## config.mk

```make
export PLATFORM = sky130hd
export DESIGN_NAME = drlt_front_flat
export DESIGN_NICKNAME = d
export VERILOG_FILES = /design/src/design/drlt_pkg.sv /design/src/design/drlt_if.sv /design/src/design/drlt_front.sv /design/src/flat_wrapper.sv
export SDC_FILE = /design/constraint.sdc
export NUM_CORES = 1
export LEC_CHECK = 0
export BUFFER_PORTS_ARGS = -buffer_cell sky130_fd_sc_hd__buf_2
export CORE_AREA = 2 2 66 68
export DETAILED_ROUTE_END_ITERATION = 12
export DIE_AREA = 0 0 68 70
export SLEW_MARGIN = 20
export SYNTH_ARGS = -nofsm -noshare
export SYNTH_HDL_FRONTEND = slang
export SYNTH_SLANG_ARGS = --single-unit
```

## constraint.sdc

```tcl
create_clock -name vclk -period 2.7
set_input_delay 0.54 -clock vclk [all_inputs]
set_output_delay 0.54 -clock vclk [all_outputs]
set_load 0.01 [all_outputs]
```

## src/design/drlt_pkg.sv

```systemverilog
// ----------------------------------------------------------------------------
// drlt_pkg
// Shared sizes, codes, types and saturating arithmetic for the dense ReLU
// training layer.
// ----------------------------------------------------------------------------
package drlt_pkg;

  localparam int NEURONS   = 16;
  localparam int INPUTS    = 1024;
  localparam int FRAC_BITS = 16;
  localparam int LR_FRAC   = 16;

  // Field widths of the channels.
  localparam int FUNC_W   = 3;
  localparam int ROWF_W   = 6;
  localparam int COLF_W   = 12;
  localparam int VAL_W    = 32;
  localparam int LABEL_W  = 6;
  localparam int KIND_W   = 2;
  localparam int NEURON_W = 6;

  // Storage geometry.
  localparam int ROW_W   = (NEURONS > 1) ? $clog2(NEURONS) : 1;
  localparam int COL_W   = (INPUTS > 1) ? $clog2(INPUTS) : 1;
  localparam int WADDR_W = ROW_W + COL_W;
  localparam int WDEPTH  = 1 << WADDR_W;
  localparam int NCNT_W  = $clog2(NEURONS + 1);
  localparam int MCNT_W  = $clog2(INPUTS + 1);
  localparam int ACC_W   = 48;

  // Command queue.
  localparam int QDEPTH = 4;
  localparam int QPTR_W = 2;

  // Configuration port.
  localparam int CFG_IDX_W  = 2;
  localparam int CFG_DATA_W = 17;
  localparam int NC_W       = 7;
  localparam int IC_W       = 13;
  localparam int LR_W       = 17;
  localparam int BS_W       = 16;

  localparam logic [CFG_IDX_W-1:0] REG_NEURON_COUNT = 2'd0;
  localparam logic [CFG_IDX_W-1:0] REG_INPUT_COUNT  = 2'd1;
  localparam logic [CFG_IDX_W-1:0] REG_STEP_RATE    = 2'd2;
  localparam logic [CFG_IDX_W-1:0] REG_BATCH_SIZE   = 2'd3;

  // Update step unit.
  localparam int MAG_W    = 48;
  localparam int MAG_HALF = MAG_W / 2;
  localparam int PROD_W   = MAG_HALF + LR_W;
  localparam int PSUM_W   = 66;
  localparam int NUM_W    = PSUM_W - LR_FRAC;
  localparam int DIVCNT_W = $clog2(NUM_W);

  localparam logic [FUNC_W-1:0] FUNC_WRITE_WEIGHT = 3'd0;
  localparam logic [FUNC_W-1:0] FUNC_WRITE_BIAS   = 3'd1;
  localparam logic [FUNC_W-1:0] FUNC_ACTIVATION   = 3'd2;
  localparam logic [FUNC_W-1:0] FUNC_TARGET       = 3'd3;
  localparam logic [FUNC_W-1:0] FUNC_HIDDEN_ERROR = 3'd4;
  localparam logic [FUNC_W-1:0] FUNC_UPDATE       = 3'd5;

  localparam logic [KIND_W-1:0] KIND_ACT  = 2'd0;
  localparam logic [KIND_W-1:0] KIND_GRAD = 2'd1;
  localparam logic [KIND_W-1:0] KIND_DONE = 2'd2;

  localparam logic signed [63:0] RND_HALF = 64'sd1 <<< (FRAC_BITS - 1);
  localparam logic signed [63:0] ONE_FIX  = 64'sd1 <<< FRAC_BITS;

  typedef enum logic [2:0] {
    OP_WWEIGHT, OP_WBIAS, OP_ACT, OP_TARGET, OP_HIDDEN, OP_UPDATE
  } op_t;

  typedef struct packed {
    op_t                      op;
    logic [ROW_W-1:0]         row;
    logic [COL_W-1:0]         col;
    logic signed [VAL_W-1:0]  value;
    logic [LABEL_W-1:0]       label;
    logic                     last;
    logic                     store;
  } cmd_t;

  typedef struct packed {
    logic [NCNT_W-1:0] used_n;
    logic [MCNT_W-1:0] used_m;
    logic [LR_W-1:0]   lr;
    logic [BS_W-1:0]   bs;
  } cfg_t;

  typedef enum logic [3:0] {
    S_CLEAR, S_IDLE,
    S_FWD_INIT, S_FWD_RUN, S_FWD_BIAS, S_FWD_RND, S_FWD_OUT,
    S_BWD_INIT, S_BWD_RUN, S_BWD_OUT,
    S_UPD_RD, S_UPD_CHK, S_UPD_WAIT, S_UPD_BCHK, S_UPD_BWAIT, S_UPD_OUT
  } back_state_t;

  typedef enum logic [2:0] {
    ST_IDLE, ST_MUL, ST_SUM, ST_DIV, ST_DONE
  } step_state_t;

  function automatic logic signed [63:0] sat_add64(input logic signed [63:0] a,
                                                   input logic signed [63:0] b);
    logic signed [64:0] s;
    s = {a[63], a} + {b[63], b};
    if (s[64] != s[63]) begin
      sat_add64 = s[64] ? {1'b1, 63'b0} : {1'b0, {63{1'b1}}};
    end else begin
      sat_add64 = s[63:0];
    end
  endfunction

  function automatic logic signed [31:0] sat32(input logic signed [63:0] v);
    if (v > 64'sd2147483647) begin
      sat32 = 32'sh7fffffff;
    end else if (v < -64'sd2147483648) begin
      sat32 = 32'sh80000000;
    end else begin
      sat32 = v[31:0];
    end
  endfunction

  function automatic logic signed [ACC_W-1:0] sat48(input logic signed [63:0] v);
    if (v > 64'sd140737488355327) begin
      sat48 = {1'b0, {(ACC_W-1){1'b1}}};
    end else if (v < -64'sd140737488355328) begin
      sat48 = {1'b1, {(ACC_W-1){1'b0}}};
    end else begin
      sat48 = v[ACC_W-1:0];
    end
  endfunction

  function automatic logic [MAG_W-1:0] abs48(input logic signed [ACC_W-1:0] v);
    abs48 = v[ACC_W-1] ? MAG_W'(-v) : MAG_W'(v);
  endfunction

endpackage

```

## src/design/drlt_if.sv

```systemverilog
// ----------------------------------------------------------------------------
// drlt_in_if / drlt_out_if
// Valid/ready channels for the input items and the result items.
// ----------------------------------------------------------------------------
interface drlt_in_if;
  import drlt_pkg::*;
  logic                    valid;
  logic                    ready;
  logic [FUNC_W-1:0]       func;
  logic [ROWF_W-1:0]       row;
  logic [COLF_W-1:0]       col;
  logic signed [VAL_W-1:0] value;
  logic [LABEL_W-1:0]      label;
  logic                    last;

  modport source (output valid, func, row, col, value, label, last, input ready);
  modport sink (input valid, func, row, col, value, label, last, output ready);
endinterface


```

## src/design/drlt_front.sv

```systemverilog
// ----------------------------------------------------------------------------
// drlt_front
// Accepts input transactions, drops those that have no effect and turns
// the rest into commands for the execution side.
// ----------------------------------------------------------------------------
module drlt_front (
  drlt_in_if.sink          items,
  input  drlt_pkg::cfg_t   cfg,
  input  logic             clearing,
  input  logic             q_full,
  output logic             push,
  output drlt_pkg::cmd_t   cmd
);
  import drlt_pkg::*;

  logic keep;
  logic row_ok;
  logic col_ok;

  assign items.ready = !q_full && !clearing;
  assign row_ok      = int'(items.row) < NEURONS;
  assign col_ok      = int'(items.col) < INPUTS;

  always_comb begin
    keep       = 1'b0;
    cmd.op     = OP_WWEIGHT;
    cmd.row    = items.row[ROW_W-1:0];
    cmd.col    = items.col[COL_W-1:0];
    cmd.value  = items.value;
    cmd.label  = items.label;
    cmd.last   = items.last;
    cmd.store  = col_ok;
    case (items.func)
      FUNC_WRITE_WEIGHT: begin
        cmd.op = OP_WWEIGHT;
        keep   = row_ok && col_ok;
      end
      FUNC_WRITE_BIAS: begin
        cmd.op = OP_WBIAS;
        keep   = row_ok;
      end
      FUNC_ACTIVATION: begin
        cmd.op = OP_ACT;
        keep   = col_ok || items.last;
      end
      FUNC_TARGET: begin
        cmd.op = OP_TARGET;
        keep   = 1'b1;
      end
      FUNC_HIDDEN_ERROR: begin
        // An error for a neuron that is not in use has no effect.
        cmd.op = OP_HIDDEN;
        keep   = int'(items.row) < int'(cfg.used_n);
      end
      FUNC_UPDATE: begin
        cmd.op = OP_UPDATE;
        keep   = 1'b1;
      end
      default: keep = 1'b0;
    endcase
  end

  assign push = items.valid && items.ready && keep;
endmodule

```

## src/flat_wrapper.sv

```systemverilog
// flat-port wrapper written by rule: the top's interface ports become plain ports
module drlt_front_flat import drlt_pkg::*;
  (cfg, clearing, q_full, push, cmd, items_valid, items_func, items_row, items_col, items_value, items_label, items_last, items_ready);
  drlt_in_if items_i ();
  input  drlt_pkg::cfg_t cfg;
  input  logic clearing;
  input  logic q_full;
  output logic push;
  output drlt_pkg::cmd_t cmd;
  input wire logic [$bits(items_i.valid)-1:0] items_valid;
  input wire logic [$bits(items_i.func)-1:0] items_func;
  input wire logic [$bits(items_i.row)-1:0] items_row;
  input wire logic [$bits(items_i.col)-1:0] items_col;
  input wire logic [$bits(items_i.value)-1:0] items_value;
  input wire logic [$bits(items_i.label)-1:0] items_label;
  input wire logic [$bits(items_i.last)-1:0] items_last;
  output wire logic [$bits(items_i.ready)-1:0] items_ready;
  assign items_i.valid = items_valid;
  assign items_i.func = items_func;
  assign items_i.row = items_row;
  assign items_i.col = items_col;
  assign items_i.value = items_value;
  assign items_i.label = items_label;
  assign items_i.last = items_last;
  assign items_ready = items_i.ready;
  drlt_front u_core (.items(items_i), .cfg(cfg), .clearing(clearing), .q_full(q_full), .push(push), .cmd(cmd));
endmodule
```

---- Yosys cells after proc, flatten, opt, wreduce, memory -nomap -nowiden ----
Cells that the tools add are included.
storage, ports and cells
  output and inout bits ................... 59
  bits in registers ....................... 0
  word-level logic and storage cells ...... 19
  input bits .............................. 112
operators by class
  multiplexer cells ....................... 2
  eq/ne operators ......................... 5
  reduce and logical (&&, ||, !) cells .... 9
  $lt $le $gt $ge ......................... 3
operator list
  kind                  count
  $pmux 3 s5            1
  $lt 12x11->1 const B  1
  $eq 3x2->1 const B    2
  $eq 3x3->1 const B    2
  $lt 6x5->1            1
  $lt 6x5->1 const B    1
  $pmux 1 s5            1
  $logic_and 1x1->1     4
  $eq 3x1->1 const B    1
  $logic_not 3->1       1
  $logic_not 1->1       2
  $reduce_or 2->1       1
  $logic_or 1x1->1      1

---- Logic depth before layout (Yosys ltp) ----
  word-level depth ........................ 4
  gate-level depth with buffers ........... 6
  gate-level depth less buffers ........... 6

---- Worst setup path before layout ----
OpenSTA, ideal clock, no wires.
  path type ............................... input-to-output
  start point ............................. input port cfg[47] in the netlist's numbering
  end point ............................... output port push
  path buffers ............................ 0
  required time ........................... 2.160 ns
  data arrival time ....................... 1.465 ns
  stages on the path ...................... 6
  setup slack ............................. 0.695 ns
  path through ............................ inv_1 -> ha_1 -> a21oi_1 -> o211a_1 -> o41ai_1 -> a221oi_2
on the way
  longest elaborated chain between the ends .. 3
ends and longest elaborated chain
  element             RTL line           RTL
  start: declaration  flat_wrapper.sv:5  input drlt_pkg::cfg_t cfg;
  $lt 6x5->1          drlt_front.sv:53   keep = int'(items.row) < int'(cfg.used_n);
  $pmux 1 s5          drlt_front.sv:33   case (items.func)
  $logic_and 1x1->1   drlt_front.sv:63   assign push = items.valid && items.ready && keep;
  end: declaration    flat_wrapper.sv:8  output logic push;
No other way between the ends.

---- Worst setup path after layout ----
  start point ............................. input port items_row[3]
  end point ............................... output port push
on the way
  longest elaborated chain between the ends .. 4
  elaborated cells between the ends (all ways) .. 5
  classes of those cells .................. order compare: 2; mux: 1; reduce/logical: 2
ends and longest elaborated chain
  element                RTL line            RTL
  start: declaration     flat_wrapper.sv:12  input wire logic [$bits(items_i.row)-1:0] items_row;
  $lt 6x5->1             drlt_front.sv:21    assign row_ok = int'(items.row) < NEURONS;
  $logic_and 1x1->1      drlt_front.sv:36    keep = row_ok && col_ok;
  $pmux 1 s5 (*)         drlt_front.sv:33
  $logic_and 1x1->1 (*)  drlt_front.sv:63
Every way passes the cells marked *; elsewhere a longest branch is shown, timed or not.

==> metrics.csv <==
metric,value,unit
IO Count,171,
Post-Syn Area,598.1,sq um
postcts setup bufs,0,
Synth area leader,buf_4,
Hold Startpoint,items_value[3],
cell count of the worst hold path,0,
drt drc,0,
Post-Synthesis Cells,81,
Final min period,2273,ps
Final ANT Viol Nets,0,
synthesis-to-layout area growth,-30.96,%
DR WL/cell,11.21,um
worst-path fanout max,2,
most frequent cell after synthesis,buf_4,
First-pass DRT Iterations,2,
"Req. time, crit path",2160,ps
max-cap violations,0,
worst relative slew slack,0.7303,
post-synthesis sequential area ratio,0,
GRT Total Usage,0.04642,
status,finished clean,
HP Class,input port to primary output,
"Net Count, Synth",197,
vias per inst,3.245,
Critical Path Max Stage Delay,300,ps
Cell Pwr Density,124.3,nW/um^2
hold buffers post-CTS,0,
Final Setup Violations,0,
Worst setup SP type,input port,
post-synth cell types,17,
first-pass GRT wire length,1697,um
pin count of the biggest net entering global routing,7,
initial antenna violation count,0,
f_max,440.0,MHz
hpwl dp,1128,um
Final #Nets,176,
vias post-DR,357,
CP arrival,1730,ps
ant diodes,0,
GPL Wtd Cong,0.7198,
WL final,1233,um
vias in the first global route,344,
fin crit share,0.8418,
CP dominant cell by count,buf_2,
Reg area,0,sq um
total congestion overflow,0,
Die Ht,70,um
crit path cell chain,buf_2 > ha_1 > a21oi_1 > o211a_1 > o41ai_1 > a221oi_2 > buf_2,
Ys Warns,0,
Worst Max-Slew Pin Slew,399.3,ps
RSZ-0062 raised after global routing,no,
Synth area leaders,"buf_4 (68%), ha_1 (8.4%), inv_1 (3.1%)",
First DRT Iteration DRCs,7,
Max Slew Vio Count,0,
Post-synth top cells,"buf_4 (54), inv_1 (5), ha_1 (4)",
setup_tns,0,ps
Final Hold Vio Count,0,
Fin Hold WS,1080,ps
Port Buffers,31,
core area,4144,sq um
Pleak,0.2351,nW
Max VDD drop,0.01129,mV
share of layout cells above drive strength 1,0.6034,
clock buffers,0,
die width,68,um
syn_area_per_cell,7.384,sq um
CP Capture Type,primary output,
fillers,487,
Hold EP,cmd[11],
crit path kind,input port to primary output,
initial core utilization,0.1443,
cts repair resizes,0,
FF+latch count,0,
share of the synthesized area in the top cell type,0.6778,
count of standard-cell rows,24,
Critical Path Slowest Stage Cell,ha_1,
Total Die Area,4760,sq um
==> worst max-delay path: cells and delay by family <==
kind / cells / cell delay, ps
buffers and inverters: 2 / 260
adders and majority gates: 1 / 300
AOI/OAI and AO/OA: 4 / 620
==> cells in the final DEF, fill, tap and decap left out <==
| cell type | instances |
|---|---|
| a221oi_2 | 1 |
| o211a_1 | 1 |
| o22a_2 | 1 |
| o41ai_1 | 1 |
| o21ba_2 | 1 |
| a21boi_0 | 1 |
| ha_1 | 4 |
| and2b_1 | 1 |
| o22ai_1 | 1 |
| nor2_1 | 3 |
| and2b_2 | 1 |
| nand2b_1 | 1 |
| nor3_1 | 1 |
| nand2_1 | 2 |
| a21oi_1 | 2 |
| inv_1 | 5 |
| buf_2 | 31 |
==> how the worst max path moves through the flow <==
stage	start	endpoint	slack, ps	cells after the start
2_1_floorplan	cfg[47]	push	700	6
6_report	items_row[3]	push	430	7
5_1_grt	items_row[3]	push	310	7
3_5_place_dp	items_row[3]	push	380	7
4_1_cts	items_row[3]	push	370	7
3_3_place_gp	items_row[3]	push	390	7
==> layer usage <==
layer  vias up  GRT usage  wire (um)
met5         -          0          0
met4         0    0.03333         78
li1        161          -          -
met1       146    0.03613        325
met3        20    0.03060        283
met2        30    0.07875        545
==> through the flow <==
step,instances,area [sq um],util,worst slack [ps],power [mW]
after CTS,110,412.9,0.09964,373.4,0.05308
after floorplan,81,598.1,-,695.2,0.1025
after global placement,110,412.9,0.09964,388.6,0.05167
after detailed placement,110,412.9,0.09964,378.0,0.05281
final,110,412.9,0.09964,427.1,0.05133
after global routing,110,412.9,0.09964,306.9,0.05952
==> power by group <==
part | total, mW | internal [mW] | switching, mW
Clock | 0 | 0 | 0
Combinational | 0.0513 | 0.0262 | 0.0251
Sequential | 0 | 0 | 0
Total | 0.0513 | 0.0262 | 0.0251
==> cell families (layout without fill, tap and decap cells) <==
logic type,Yosys count,after routing,synth area share
AND/OR/NAND/NOR,9,9,0.07742
adder cells (fa/ha/maj),4,4,0.08369
AO/OA/AOI/OAI,9,9,0.1297
buffers and inverters,59,36,0.7092
==> final cells by class <==
type / count / area (sq um) / area share
timing repair buffer: 31 / 155.1 / 0.3758
inverter: 5 / 18.77 / 0.04545
multi-input combinational: 22 / 173.9 / 0.4212
tap: 52 / 65.06 / 0.1576
(Power assumes the default switching activity.)
