[src/design/drlt_pkg.sv]
// ----------------------------------------------------------------------------
// drlt_pkg
// Shared sizes, codes, types and saturating arithmetic for the dense ReLU
// training layer.
// ----------------------------------------------------------------------------
package drlt_pkg;

  localparam int NEURONS   = 16;
  localparam int INPUTS    = 1024;
  localparam int FRAC_BITS = 16;
  localparam int LR_FRAC   = 16;

  // Field widths of the channels.
  localparam int FUNC_W   = 3;
  localparam int ROWF_W   = 6;
  localparam int COLF_W   = 12;
  localparam int VAL_W    = 32;
  localparam int LABEL_W  = 6;
  localparam int KIND_W   = 2;
  localparam int NEURON_W = 6;

  // Storage geometry.
  localparam int ROW_W   = (NEURONS > 1) ? $clog2(NEURONS) : 1;
  localparam int COL_W   = (INPUTS > 1) ? $clog2(INPUTS) : 1;
  localparam int WADDR_W = ROW_W + COL_W;
  localparam int WDEPTH  = 1 << WADDR_W;
  localparam int NCNT_W  = $clog2(NEURONS + 1);
  localparam int MCNT_W  = $clog2(INPUTS + 1);
  localparam int ACC_W   = 48;

  // Command queue.
  localparam int QDEPTH = 4;
  localparam int QPTR_W = 2;

  // Configuration port.
  localparam int CFG_IDX_W  = 2;
  localparam int CFG_DATA_W = 17;
  localparam int NC_W       = 7;
  localparam int IC_W       = 13;
  localparam int LR_W       = 17;
  localparam int BS_W       = 16;

  localparam logic [CFG_IDX_W-1:0] REG_NEURON_COUNT = 2'd0;
  localparam logic [CFG_IDX_W-1:0] REG_INPUT_COUNT  = 2'd1;
  localparam logic [CFG_IDX_W-1:0] REG_STEP_RATE    = 2'd2;
  localparam logic [CFG_IDX_W-1:0] REG_BATCH_SIZE   = 2'd3;

  // Update step unit.
  localparam int MAG_W    = 48;
  localparam int MAG_HALF = MAG_W / 2;
  localparam int PROD_W   = MAG_HALF + LR_W;
  localparam int PSUM_W   = 66;
  localparam int NUM_W    = PSUM_W - LR_FRAC;
  localparam int DIVCNT_W = $clog2(NUM_W);

  localparam logic [FUNC_W-1:0] FUNC_WRITE_WEIGHT = 3'd0;
  localparam logic [FUNC_W-1:0] FUNC_WRITE_BIAS   = 3'd1;
  localparam logic [FUNC_W-1:0] FUNC_ACTIVATION   = 3'd2;
  localparam logic [FUNC_W-1:0] FUNC_TARGET       = 3'd3;
  localparam logic [FUNC_W-1:0] FUNC_HIDDEN_ERROR = 3'd4;
  localparam logic [FUNC_W-1:0] FUNC_UPDATE       = 3'd5;

  localparam logic [KIND_W-1:0] KIND_ACT  = 2'd0;
  localparam logic [KIND_W-1:0] KIND_GRAD = 2'd1;
  localparam logic [KIND_W-1:0] KIND_DONE = 2'd2;

  localparam logic signed [63:0] RND_HALF = 64'sd1 <<< (FRAC_BITS - 1);
  localparam logic signed [63:0] ONE_FIX  = 64'sd1 <<< FRAC_BITS;

  typedef enum logic [2:0] {
    OP_WWEIGHT, OP_WBIAS, OP_ACT, OP_TARGET, OP_HIDDEN, OP_UPDATE
  } op_t;

  typedef struct packed {
    op_t                      op;
    logic [ROW_W-1:0]         row;
    logic [COL_W-1:0]         col;
    logic signed [VAL_W-1:0]  value;
    logic [LABEL_W-1:0]       label;
    logic                     last;
    logic                     store;
  } cmd_t;

  typedef struct packed {
    logic [NCNT_W-1:0] used_n;
    logic [MCNT_W-1:0] used_m;
    logic [LR_W-1:0]   lr;
    logic [BS_W-1:0]   bs;
  } cfg_t;

  typedef enum logic [3:0] {
    S_CLEAR, S_IDLE,
    S_FWD_INIT, S_FWD_RUN, S_FWD_BIAS, S_FWD_RND, S_FWD_OUT,
    S_BWD_INIT, S_BWD_RUN, S_BWD_OUT,
    S_UPD_RD, S_UPD_CHK, S_UPD_WAIT, S_UPD_BCHK, S_UPD_BWAIT, S_UPD_OUT
  } back_state_t;

  typedef enum logic [2:0] {
    ST_IDLE, ST_MUL, ST_SUM, ST_DIV, ST_DONE
  } step_state_t;

  function automatic logic signed [63:0] sat_add64(input logic signed [63:0] a,
                                                   input logic signed [63:0] b);
    logic signed [64:0] s;
    s = {a[63], a} + {b[63], b};
    if (s[64] != s[63]) begin
      sat_add64 = s[64] ? {1'b1, 63'b0} : {1'b0, {63{1'b1}}};
    end else begin
      sat_add64 = s[63:0];
    end
  endfunction

  function automatic logic signed [31:0] sat32(input logic signed [63:0] v);
    if (v > 64'sd2147483647) begin
      sat32 = 32'sh7fffffff;
    end else if (v < -64'sd2147483648) begin
      sat32 = 32'sh80000000;
    end else begin
      sat32 = v[31:0];
    end
  endfunction

  function automatic logic signed [ACC_W-1:0] sat48(input logic signed [63:0] v);
    if (v > 64'sd140737488355327) begin
      sat48 = {1'b0, {(ACC_W-1){1'b1}}};
    end else if (v < -64'sd140737488355328) begin
      sat48 = {1'b1, {(ACC_W-1){1'b0}}};
    end else begin
      sat48 = v[ACC_W-1:0];
    end
  endfunction

  function automatic logic [MAG_W-1:0] abs48(input logic signed [ACC_W-1:0] v);
    abs48 = v[ACC_W-1] ? MAG_W'(-v) : MAG_W'(v);
  endfunction

endpackage

[src/design/drlt_queue.sv]
// ----------------------------------------------------------------------------
// drlt_queue
// Short command queue between the front and the execution side.
// ----------------------------------------------------------------------------
module drlt_queue (
  input  logic           clk,
  input  logic           rst,
  input  logic           push,
  input  drlt_pkg::cmd_t push_cmd,
  output logic           full,
  input  logic           pop,
  output logic           avail,
  output drlt_pkg::cmd_t head
);
  import drlt_pkg::*;

  cmd_t              slots [QDEPTH];
  logic [QPTR_W-1:0] wr_ptr;
  logic [QPTR_W-1:0] rd_ptr;
  logic [QPTR_W:0]   count;
  logic              do_pop;

  assign full   = count == (QPTR_W + 1)'(QDEPTH);
  assign avail  = count != '0;
  assign head   = slots[rd_ptr];
  assign do_pop = pop && avail;

  always_ff @(posedge clk) begin
    if (rst) begin
      wr_ptr <= '0;
      rd_ptr <= '0;
      count  <= '0;
    end else begin
      if (push) begin
        wr_ptr <= wr_ptr + 1'b1;
      end
      if (do_pop) begin
        rd_ptr <= rd_ptr + 1'b1;
      end
      if (push && !do_pop) begin
        count <= count + 1'b1;
      end else if (do_pop && !push) begin
        count <= count - 1'b1;
      end
    end
  end

  always_ff @(posedge clk) begin
    if (push) begin
      slots[wr_ptr] <= push_cmd;
    end
  end
endmodule

[config.mk]
export PLATFORM = sky130hd
export DESIGN_NAME = drlt_queue
export DESIGN_NICKNAME = d
export VERILOG_FILES = /design/src/design/drlt_pkg.sv /design/src/design/drlt_queue.sv
export SDC_FILE = /design/constraint.sdc
export NUM_CORES = 1
export LEC_CHECK = 0
export ABC_CLOCK_PERIOD_IN_PS = 2920
export CORE_MARGIN = 1
export CORE_UTILIZATION = 45
export DETAILED_ROUTE_END_ITERATION = 7
export DONT_BUFFER_PORTS = 1
export MAX_ROUTING_LAYER = met4
export PLACE_DENSITY_LB_ADDON = 0.08
export SLEW_MARGIN = 20
export SYNTH_ARGS = -nofsm -noshare
export SYNTH_HDL_FRONTEND = slang
export SYNTH_SLANG_ARGS = --single-unit
[constraint.sdc]
create_clock -name clk -period 2.92 [get_ports clk]
set_clock_uncertainty 0.15 [all_clocks]
set_input_delay 0.146 -clock clk [delete_from_list [all_inputs] [get_ports clk]]
set_output_delay 0.146 -clock clk [all_outputs]
set_load 0.02 [all_outputs]
# Yosys cells after proc, flatten, opt, wreduce, memory -nomap -nowiden
# Memory sizes are Yosys's and may differ from the RTL's. A register that Yosys moved wholly into a read port is not among the register bits.
# Cells that the tools add are included.
[totals] in_bits=61 word_cells=22 ramBits=228 output_inout_bits=59 regBits=7 latchBits=0 n_memories=1 mem_bits_ro=0
[memory_table] memory="slots" depth=4 word_bits=57 read_ports=1 rd_clocked_by_memory_dff=1 wr=1 line="drlt_queue.sv:17" rtl="cmd_t slots [QDEPTH];"
[classes] shift=0 mux=6 mul=0 n_div=0 add_sub_neg=4 n_reduce_logical=7 order_cmp=0 bitwise_logic=0 n_eq_ne=1
[ops] cell="$mux 3" count=2
[ops] cell="$add 2x1->2 const B" count=2
[ops] cell="$mux 2" count=2
[ops] cell="$add 3x1->3 const B" count=1
[ops] cell="$eq 3x3->1 const B" count=1
[ops] cell="$logic_and 1x1->1" count=3
[ops] cell="$reduce_bool 3->1" count=1
[ops] cell="$sub 3x1->3 const B" count=1
[ops] cell="$logic_not 1->1" count=2
[ops] cell="$mux 1" count=2
[ops] cell="$reduce_bool 2->1" count=1

# Logic depth before layout (Yosys ltp)
# Gate-level depths: netlist of the first run.
[depth] word_depth=5 ltp_mapped=7 mapped_depth_nobuf=7

# Worst setup path before layout of the first run
# OpenSTA, ideal clock, no wires.
[synth_path] kind="register -> register" startpoint="register wr_ptr[0]" endpoint="memory slots[2][0] in the netlist's numbering (enable)" n_path_buf=0 arrival_ps=1891 path_slack_ps=458 setup_ps=421 stages_incl_launch_ff=4 period_less_slack_ps=2462 t_required_ps=2349 cell_sequence="dfxtp_1 -> inv_1 -> ha_1 -> and2_1"
[synth_lines] item="from (decl)" line="drlt_queue.sv:18" rtl="logic [QPTR_W-1:0] wr_ptr;"
[synth_lines] item="from (signal assigned)" line="drlt_queue.sv:35" rtl="wr_ptr <= wr_ptr + 1'b1;"
[synth_lines] item="to (decl)" line="drlt_queue.sv:17"
# Straight into the memory's write port.

==> impl_metrics.tcl, run 1 <==
set metrics [dict create \
    cp.arrival_ns 2.12 \
    cts_tree "yes" \
    cp_slowest_stage_delay_ns 0.64 \
    synth_flop_cell "edfxtp_1" \
    die_width_microns 141 \
    post-place-ws_ns 0.598 \
    yosys.area.top_type_share 0.791 \
    cp_max_fo 21 \
    grt_max_degree 46 \
    io_buffer_count 0 \
    rsz0062_at_grt "false" \
    ys.warnings.count 0 \
    end_kind "output pin" \
    cp_num_cells 2 \
    ys_seq_elements 237 \
    cts.clk_slew.worst_paths_ns 0.06 \
    reg2reg_depth 7 \
    synth_top_area_cell "edfxtp_1" \
    switchingPower_w 0.00234 \
    cts_htree_levels 1 \
    clk_path_buf_depth 3 \
    drive_gt1_frac 0.239 \
    multi_input_area_sq_mm 0.00154 \
    synthCells 341 \
    rows 50 \
    diodes 0 \
    synth_edf_count 228 \
    fill_cells 1429 \
    fin_nets 492 \
    route.detailed.drc 0 \
    seqPwrFrac 0.465 \
    overflow 0 \
    holdWs_ns 0.197 \
    drt_wl_total_mm 14.7 \
    insertion_delay_ns 0.50 \
    grt_pass1_vias 4048 \
    fin_crit_ns 2.41 \
    crit_type "reg2out" \
    tns_ns 0 \
    start_kind "register" \
    grt_antenna_before_repair 0 \
    synth_cell_type_count 21 \
    drtAntennaViolNets 0 \
    syn_nets 408 \
    yosysMostFrequentCell "edfxtp_1" \
    globalRouteTotalUtil 0.161 \
    io_pins 120 \
    cts_resized 0 \
    synth_common_cells "228 x edfxtp_1, 57 x mux4_2, 9 x dfxtp_1" \
    critPathCapture "head[5]" \
    p_leak_nw 3.30 \
    crit_required_ns 2.62 \
    grt_pass1_wl_mm 22.9 \
    yosysSeqAreaShare 0.812 \
    synth.area.top_cells "edfxtp_1 79%, mux4_2 15%, dfxtp_1 2.1%" \
    p_sw_frac 0.266 \
    power_density_mw_per_mm2 844 \
    min_path_type "in2reg" \
    ir_drop_uv 577 \
    die_h_microns 141 \
    start_util 0.461 \
    crit_family "flip-flops" \
    vias 3651 \
    r2r_slack_ns 0.56 \
    timing.rr.end "count[2]" \
    fin_crit_sh 0.827 \
    drtIter0Drc 145 \
    place.gp.congestion 0.668 \
    tightest_slew_ns 0.750 \
    setup_viol 0 \
    seq_area_sq_mm 0.00703 \
    p_int_w 0.00645 \
    pwr-share-comb 0.200 \
    crit_buf_inv 1 \
    setup_slack_ns 0.505 \
    synth_area_per_cell_sq_um 25.4 \
    post_cts_buffers 0 \
    maxSlewHeadroom 0.499 \
    slew_viol_final 0 \
    hold_viol_final 0 \
    clock-root-buffer "clkbuf_16" \
    netlist_area_sq_mm 0.00866 \
    timing.rr.start "count[0]" \
    dp_hpwl_mm 8.27 \
    cap_violations 0 \
    core_sq_mm 0.0188 \
    firstDrtPassIters 4 \
    dieArea_sq_mm 0.0198 \
    numCtsBuffers 25 \
    max_freq_mhz 414 \
    crit_chain "buf_4 -> mux4_2" \
    pwr-share-clk 0.334 \
    crit_slowest_cell "dfxtp_4" \
    status "finished, final reports clean" \
    syn2layout_area_growth_pct 20.2 \
    wl_per_cell_microns 21.7 \
    cts_sinks 237 \
    async_flop_share 0 \
    vias_per_cell 5.39 \
]
-- worst min-delay path by stage --
stage | cells after the start | startpoint | slack [ns] | end
2_1_floorplan | 0 | push_cmd[0] | 0.09 | slots[0][0]
3_3_place_gp | 1 | rst | 0.06 | register
3_5_place_dp | 1 | rst | 0.06 | register
4_1_cts | 1 | push_cmd[7] | 0.17 | slots[3][7]
5_1_grt | 1 | push_cmd[8] | 0.17 | slots[0][8]
6_report | 1 | push_cmd[45] | 0.20 | slots[1][45]
-- per-stage QoR --
step | util | total power, W | instances | area (sq um)
after global routing | 0.554 | 0.00916 | 677 | 10400
after CTS | 0.554 | 0.00893 | 677 | 10400
after floorplan | - | 0.00556 | 341 | 8660
after global placement | 0.480 | 0.00584 | 570 | 9010
final | 0.554 | 0.00878 | 677 | 10400
after detailed placement | 0.480 | 0.00585 | 570 | 9010
-- flip-flops by register name, summed over array words and instances (netlist names), named ones only --
name,cells
rd_ptr,2
slots,228
count,3
wr_ptr,2
-- cell families after synthesis --
logic type	count (synthesis)	synth area share
buf+inv	16	0.0119
mux	59	0.151
simple gates	14	0.00824
xor+xnor	5	0.00506
flops	237	0.812
fa+ha+maj	6	0.00954
compound gates	4	0.00303
-- what timing repair did --
action | in CTS | in global routing
hold buffers | 62 | 0
setup endpoints to repair | 0 | 0
hold endpoints to repair | 312 | 0
-- metal layers --
metal,global-route usage,vias to the layer above,share of wire
met5,-,-,0
met4,0.0469,0,0.020
met3,0.0418,28,0.060
met2,0.275,102,0.52
met1,0.189,1903,0.40
li1,-,1618,-
-- layout by cell type, fill, tap and decap left out, drive strengths merged --
cell,instances
a21oi,1
and2,4
buf,8
bufinv,1
clkbuf,37
clkinv,6
clkinvlp,1
dfxtp,9
dlygate4sd3,62
edfxtp,228
fa,1
ha,5
inv,3
mux2i,2
mux4,57
nor2,7
nor3b,1
o21ai,1
o311ai,1
o31ai,1
or3,2
xnor2,1
xor2,4
-- area by class of cell --
cell class	count	area share
Sequential cell	237	0.676
Multi-Input combinational cell	88	0.148
Timing Repair Buffer	70	0.0726
Clock buffer	37	0.0683
Tap cell	234	0.0281
Clock inverter	8	0.00625
Inverter	3	0.00108
-- power by group through the flow --
stage / registers [W] / clock network [W] / logic, W
detailed placement: 0.00417 / 0 / 0.00168
global placement: 0.00416 / 0 / 0.00168
global route: 0.00412 / 0.00315 / 0.00188
CTS: 0.00410 / 0.00302 / 0.00180
floorplan: 0.00405 / 0 / 0.00151
finish: 0.00409 / 0.00294 / 0.00176
Note: power is estimated with default switching activity, not from simulation.
==> inputs of run 2 (changes only) <==
Settings changed: ABC_AREA from default to 1, ABC_CLOCK_PERIOD_IN_PS 2920 to 2000.
Clock period 2.92 ns to 2 ns, I/O delays scaled along.
==> run 2 against run 1 <==
Area after synthesis is 2.6% higher. Critical path depth rose by 3. Die area rose by 2.6%. Flip-flop and latch count unchanged. Wire length grew 36%. Combinational power rose by 110%. Largest cell class unchanged.
==> impl_metrics.tcl, run 2 <==
set metrics [dict create \
    crit_type "reg2out" \
    firstDrtPassIters 4 \
    place.gp.congestion 0.696 \
    final_cell_count_no_fill 996 \
    final_cell_mix "228 x edfxtp_1, 120 x nor2_1, 100 x o21ai_0" \
    setup_viol 0 \
    core_sq_mm 0.0194 \
    reg.largest.list "slots: 228 flops, count: 3 flops" \
    synth_flop_cell "edfxtp_1" \
    crit_required_ns 1.75 \
    crit_buf_inv 3 \
    grt_antenna_before_repair 1 \
    post-place-ws_ns 0.126 \
    layout_commonest_cell "edfxtp_1" \
    p_leak_nw 3.81 \
    io_pins 120 \
    yosys.area.top_type_share 0.771 \
    start_util 0.458 \
    die_h_microns 142 \
    largest_reg_flops 228 \
    power_density_mw_per_mm2 1200 \
    utilization 0.581 \
    setup_slack_ns 0.0604 \
    hold_viol_final 0 \
    ir_drop_uv 697 \
    globalRouteTotalUtil 0.197 \
    start_kind "register" \
    numPlacedInstances 881 \
    grt_max_degree 49 \
    end_kind "output pin" \
    synth_area_per_cell_sq_um 14.5 \
    rows 51 \
    yosysMostFrequentCell "edfxtp_1" \
    vias_per_cell 5.38 \
    route.detailed.drc 0 \
    ys_seq_elements 237 \
    use_met2 0.320 \
    fill_cells 1557 \
    top_usage_layer "met2" \
    multi_input_area_sq_mm 0.00182 \
    status "finished, final reports clean" \
    slew_viol_final 0 \
    io_buffer_count 0 \
    synth_common_cells "228 x edfxtp_1, 120 x nor2_1, 109 x o21ai_0" \
    fin_nets 779 \
    min_path_type "in2reg" \
    tightest_slew_ns 0.638 \
    netlist_area_sq_mm 0.00888 \
    maxSlewHeadroom 0.571 \
    seq_area_sq_mm 0.00704 \
    drtAntennaViolNets 0 \
    drt_wl_total_mm 20.0 \
    cp_slowest_stage_delay_ns 0.40 \
    met3_usage 0.0491 \
    crit_chain "inv_4 -> buf_12 -> o21ai_1 -> o22ai_1 -> buf_4" \
    synth.area.top_cells "edfxtp_1 77%, o21ai_0 6.1%, nor2_1 5.1%" \
    synth_cell_type_count 19 \
    die_width_microns 142 \
    yosysSeqAreaShare 0.791 \
    syn2layout_area_growth_pct 26.9 \
    cp_max_fo 27 \
    drive_gt1_frac 0.177 \
    cts_sinks 237 \
    synth_top_area_cell "edfxtp_1" \
    insertion_delay_ns 0.51 \
    clk_path_buf_depth 3 \
    rsz0062_at_grt "true" \
    design_area_sq_mm 0.0113 \
    syn_nets 681 \
    vias 5361 \
    cts.clk_slew.worst_paths_ns 0.06 \
    crit_slowest_cell "dfxtp_4" \
    dp_hpwl_mm 10.1 \
    synthCells 614 \
    tns_ns 0 \
    drtIter0Drc 242 \
    crit_family "buffers and inverters" \
    numCtsBuffers 24 \
    wl_per_cell_microns 20.1 \
    cts_tree "yes" \
    grt_pass1_wl_mm 29.1 \
    place_area_sq_mm 0.00947 \
    fin_crit_sh 0.970 \
    cts_htree_levels 1 \
    clock-root-buffer "clkbuf_16" \
    overflow 0 \
    max_freq_mhz 516 \
    cap_violations 0 \
    dieArea_sq_mm 0.0203 \
    cp.arrival_ns 1.69 \
    grt_pass1_vias 5338 \
    top_register "slots" \
    async_flop_share 0 \
    synth_edf_count 228 \
    ys.warnings.count 0 \
    use_met1 0.246 \
    fin_crit_ns 1.94 \
]
==> run 2: changes by cell type after synthesis, sizes merged, moves of 9 or more <==
| cell | delta |
|---|---|
| o22ai | +57 |
| nand2 | +15 |
| nor2 | +113 |
| mux4 | -57 |
| buf | +9 |
| inv | +13 |
| clkbuf | +14 |
| o21ai | +116 |
==> run 2: logic make-up after synthesis <==
| group | count (synthesis) | share of synthesized area |
|---|---|---|
| AOI/OAI and AO/OA | 179 | 0.109 |
| xor gates and xnor gates | 1 | 0.000986 |
| and+or+nand+nor | 139 | 0.0593 |
| adders and majority gates | 6 | 0.00930 |
| buffers and inverters | 52 | 0.0304 |
| DFF | 237 | 0.791 |
==> run 2: repair_timing <==
action | in CTS | in global routing
endpoints found under the setup margin | 50 | 26
hold endpoints to repair | 279 | 0
gates resized for setup | 39 | 24
hold buffers | 61 | 0
pin swaps | 1 | 1
buffers inserted | 0 | 3
gates cloned | 2 | 4
==> run 2: layout make-up <==
cell class / instances / share of cell area
tap: 265 / 0.0294
multi-input combinational: 325 / 0.162
clock inverter: 12 / 0.00666
inverter: 16 / 0.00733
sequential: 237 / 0.624
antenna: 1 / 0.000222
clock buffer: 32 / 0.0578
timing repair buffer: 108 / 0.113
==> run 2: power breakdown <==
part	switching (W)	internal [W]
clock	0.00172	0.00240
sequential	0.000114	0.00571
combinational	0.00235	0.00127
total	0.00419	0.00939
==> run 2: path summary, 6_finish.rpt <==
check | slack (ns) | start | depth (start not counted) | end
hold / removal | 0.04 | push | 3 | slots[3][1]
setup / recovery | 0.06 | register | 5 | head[37]
hold reg to reg | 0.35 | rd_ptr[1] | 2 | register
setup reg to reg | 0.15 | count[1] | 12 | count[2]
==> run 2: routing by layer <==
layer	up-vias	part of all wire
met1	2704	0.43
met5	-	0
met2	130	0.49
li1	2496	-
met4	0	0.020
met3	31	0.057
==> run 2: metrics by stage <==
stage	power, W	hold slack (ns)
after floorplan	0.00798	0.0191
after global placement	0.00879	0.0217
after detailed placement	0.00885	0.0224
after CTS	0.0134	0.0346
after global routing	0.0141	0.0685
final	0.0136	0.0370
==> run 2: worst reg2reg max path, stage by stage, from the launching register on <==
cell     delay [ns]
dfxtp_2        0.34
nor2_1         0.11
nand2_1        0.08
nand2_2        0.08
ha_1           0.16
inv_1          0.07
fa_1           0.39
inv_1          0.07
nand2_1        0.05
nand3_1        0.09
nand2_1        0.05
nand2_1        0.05
nor2_1         0.04
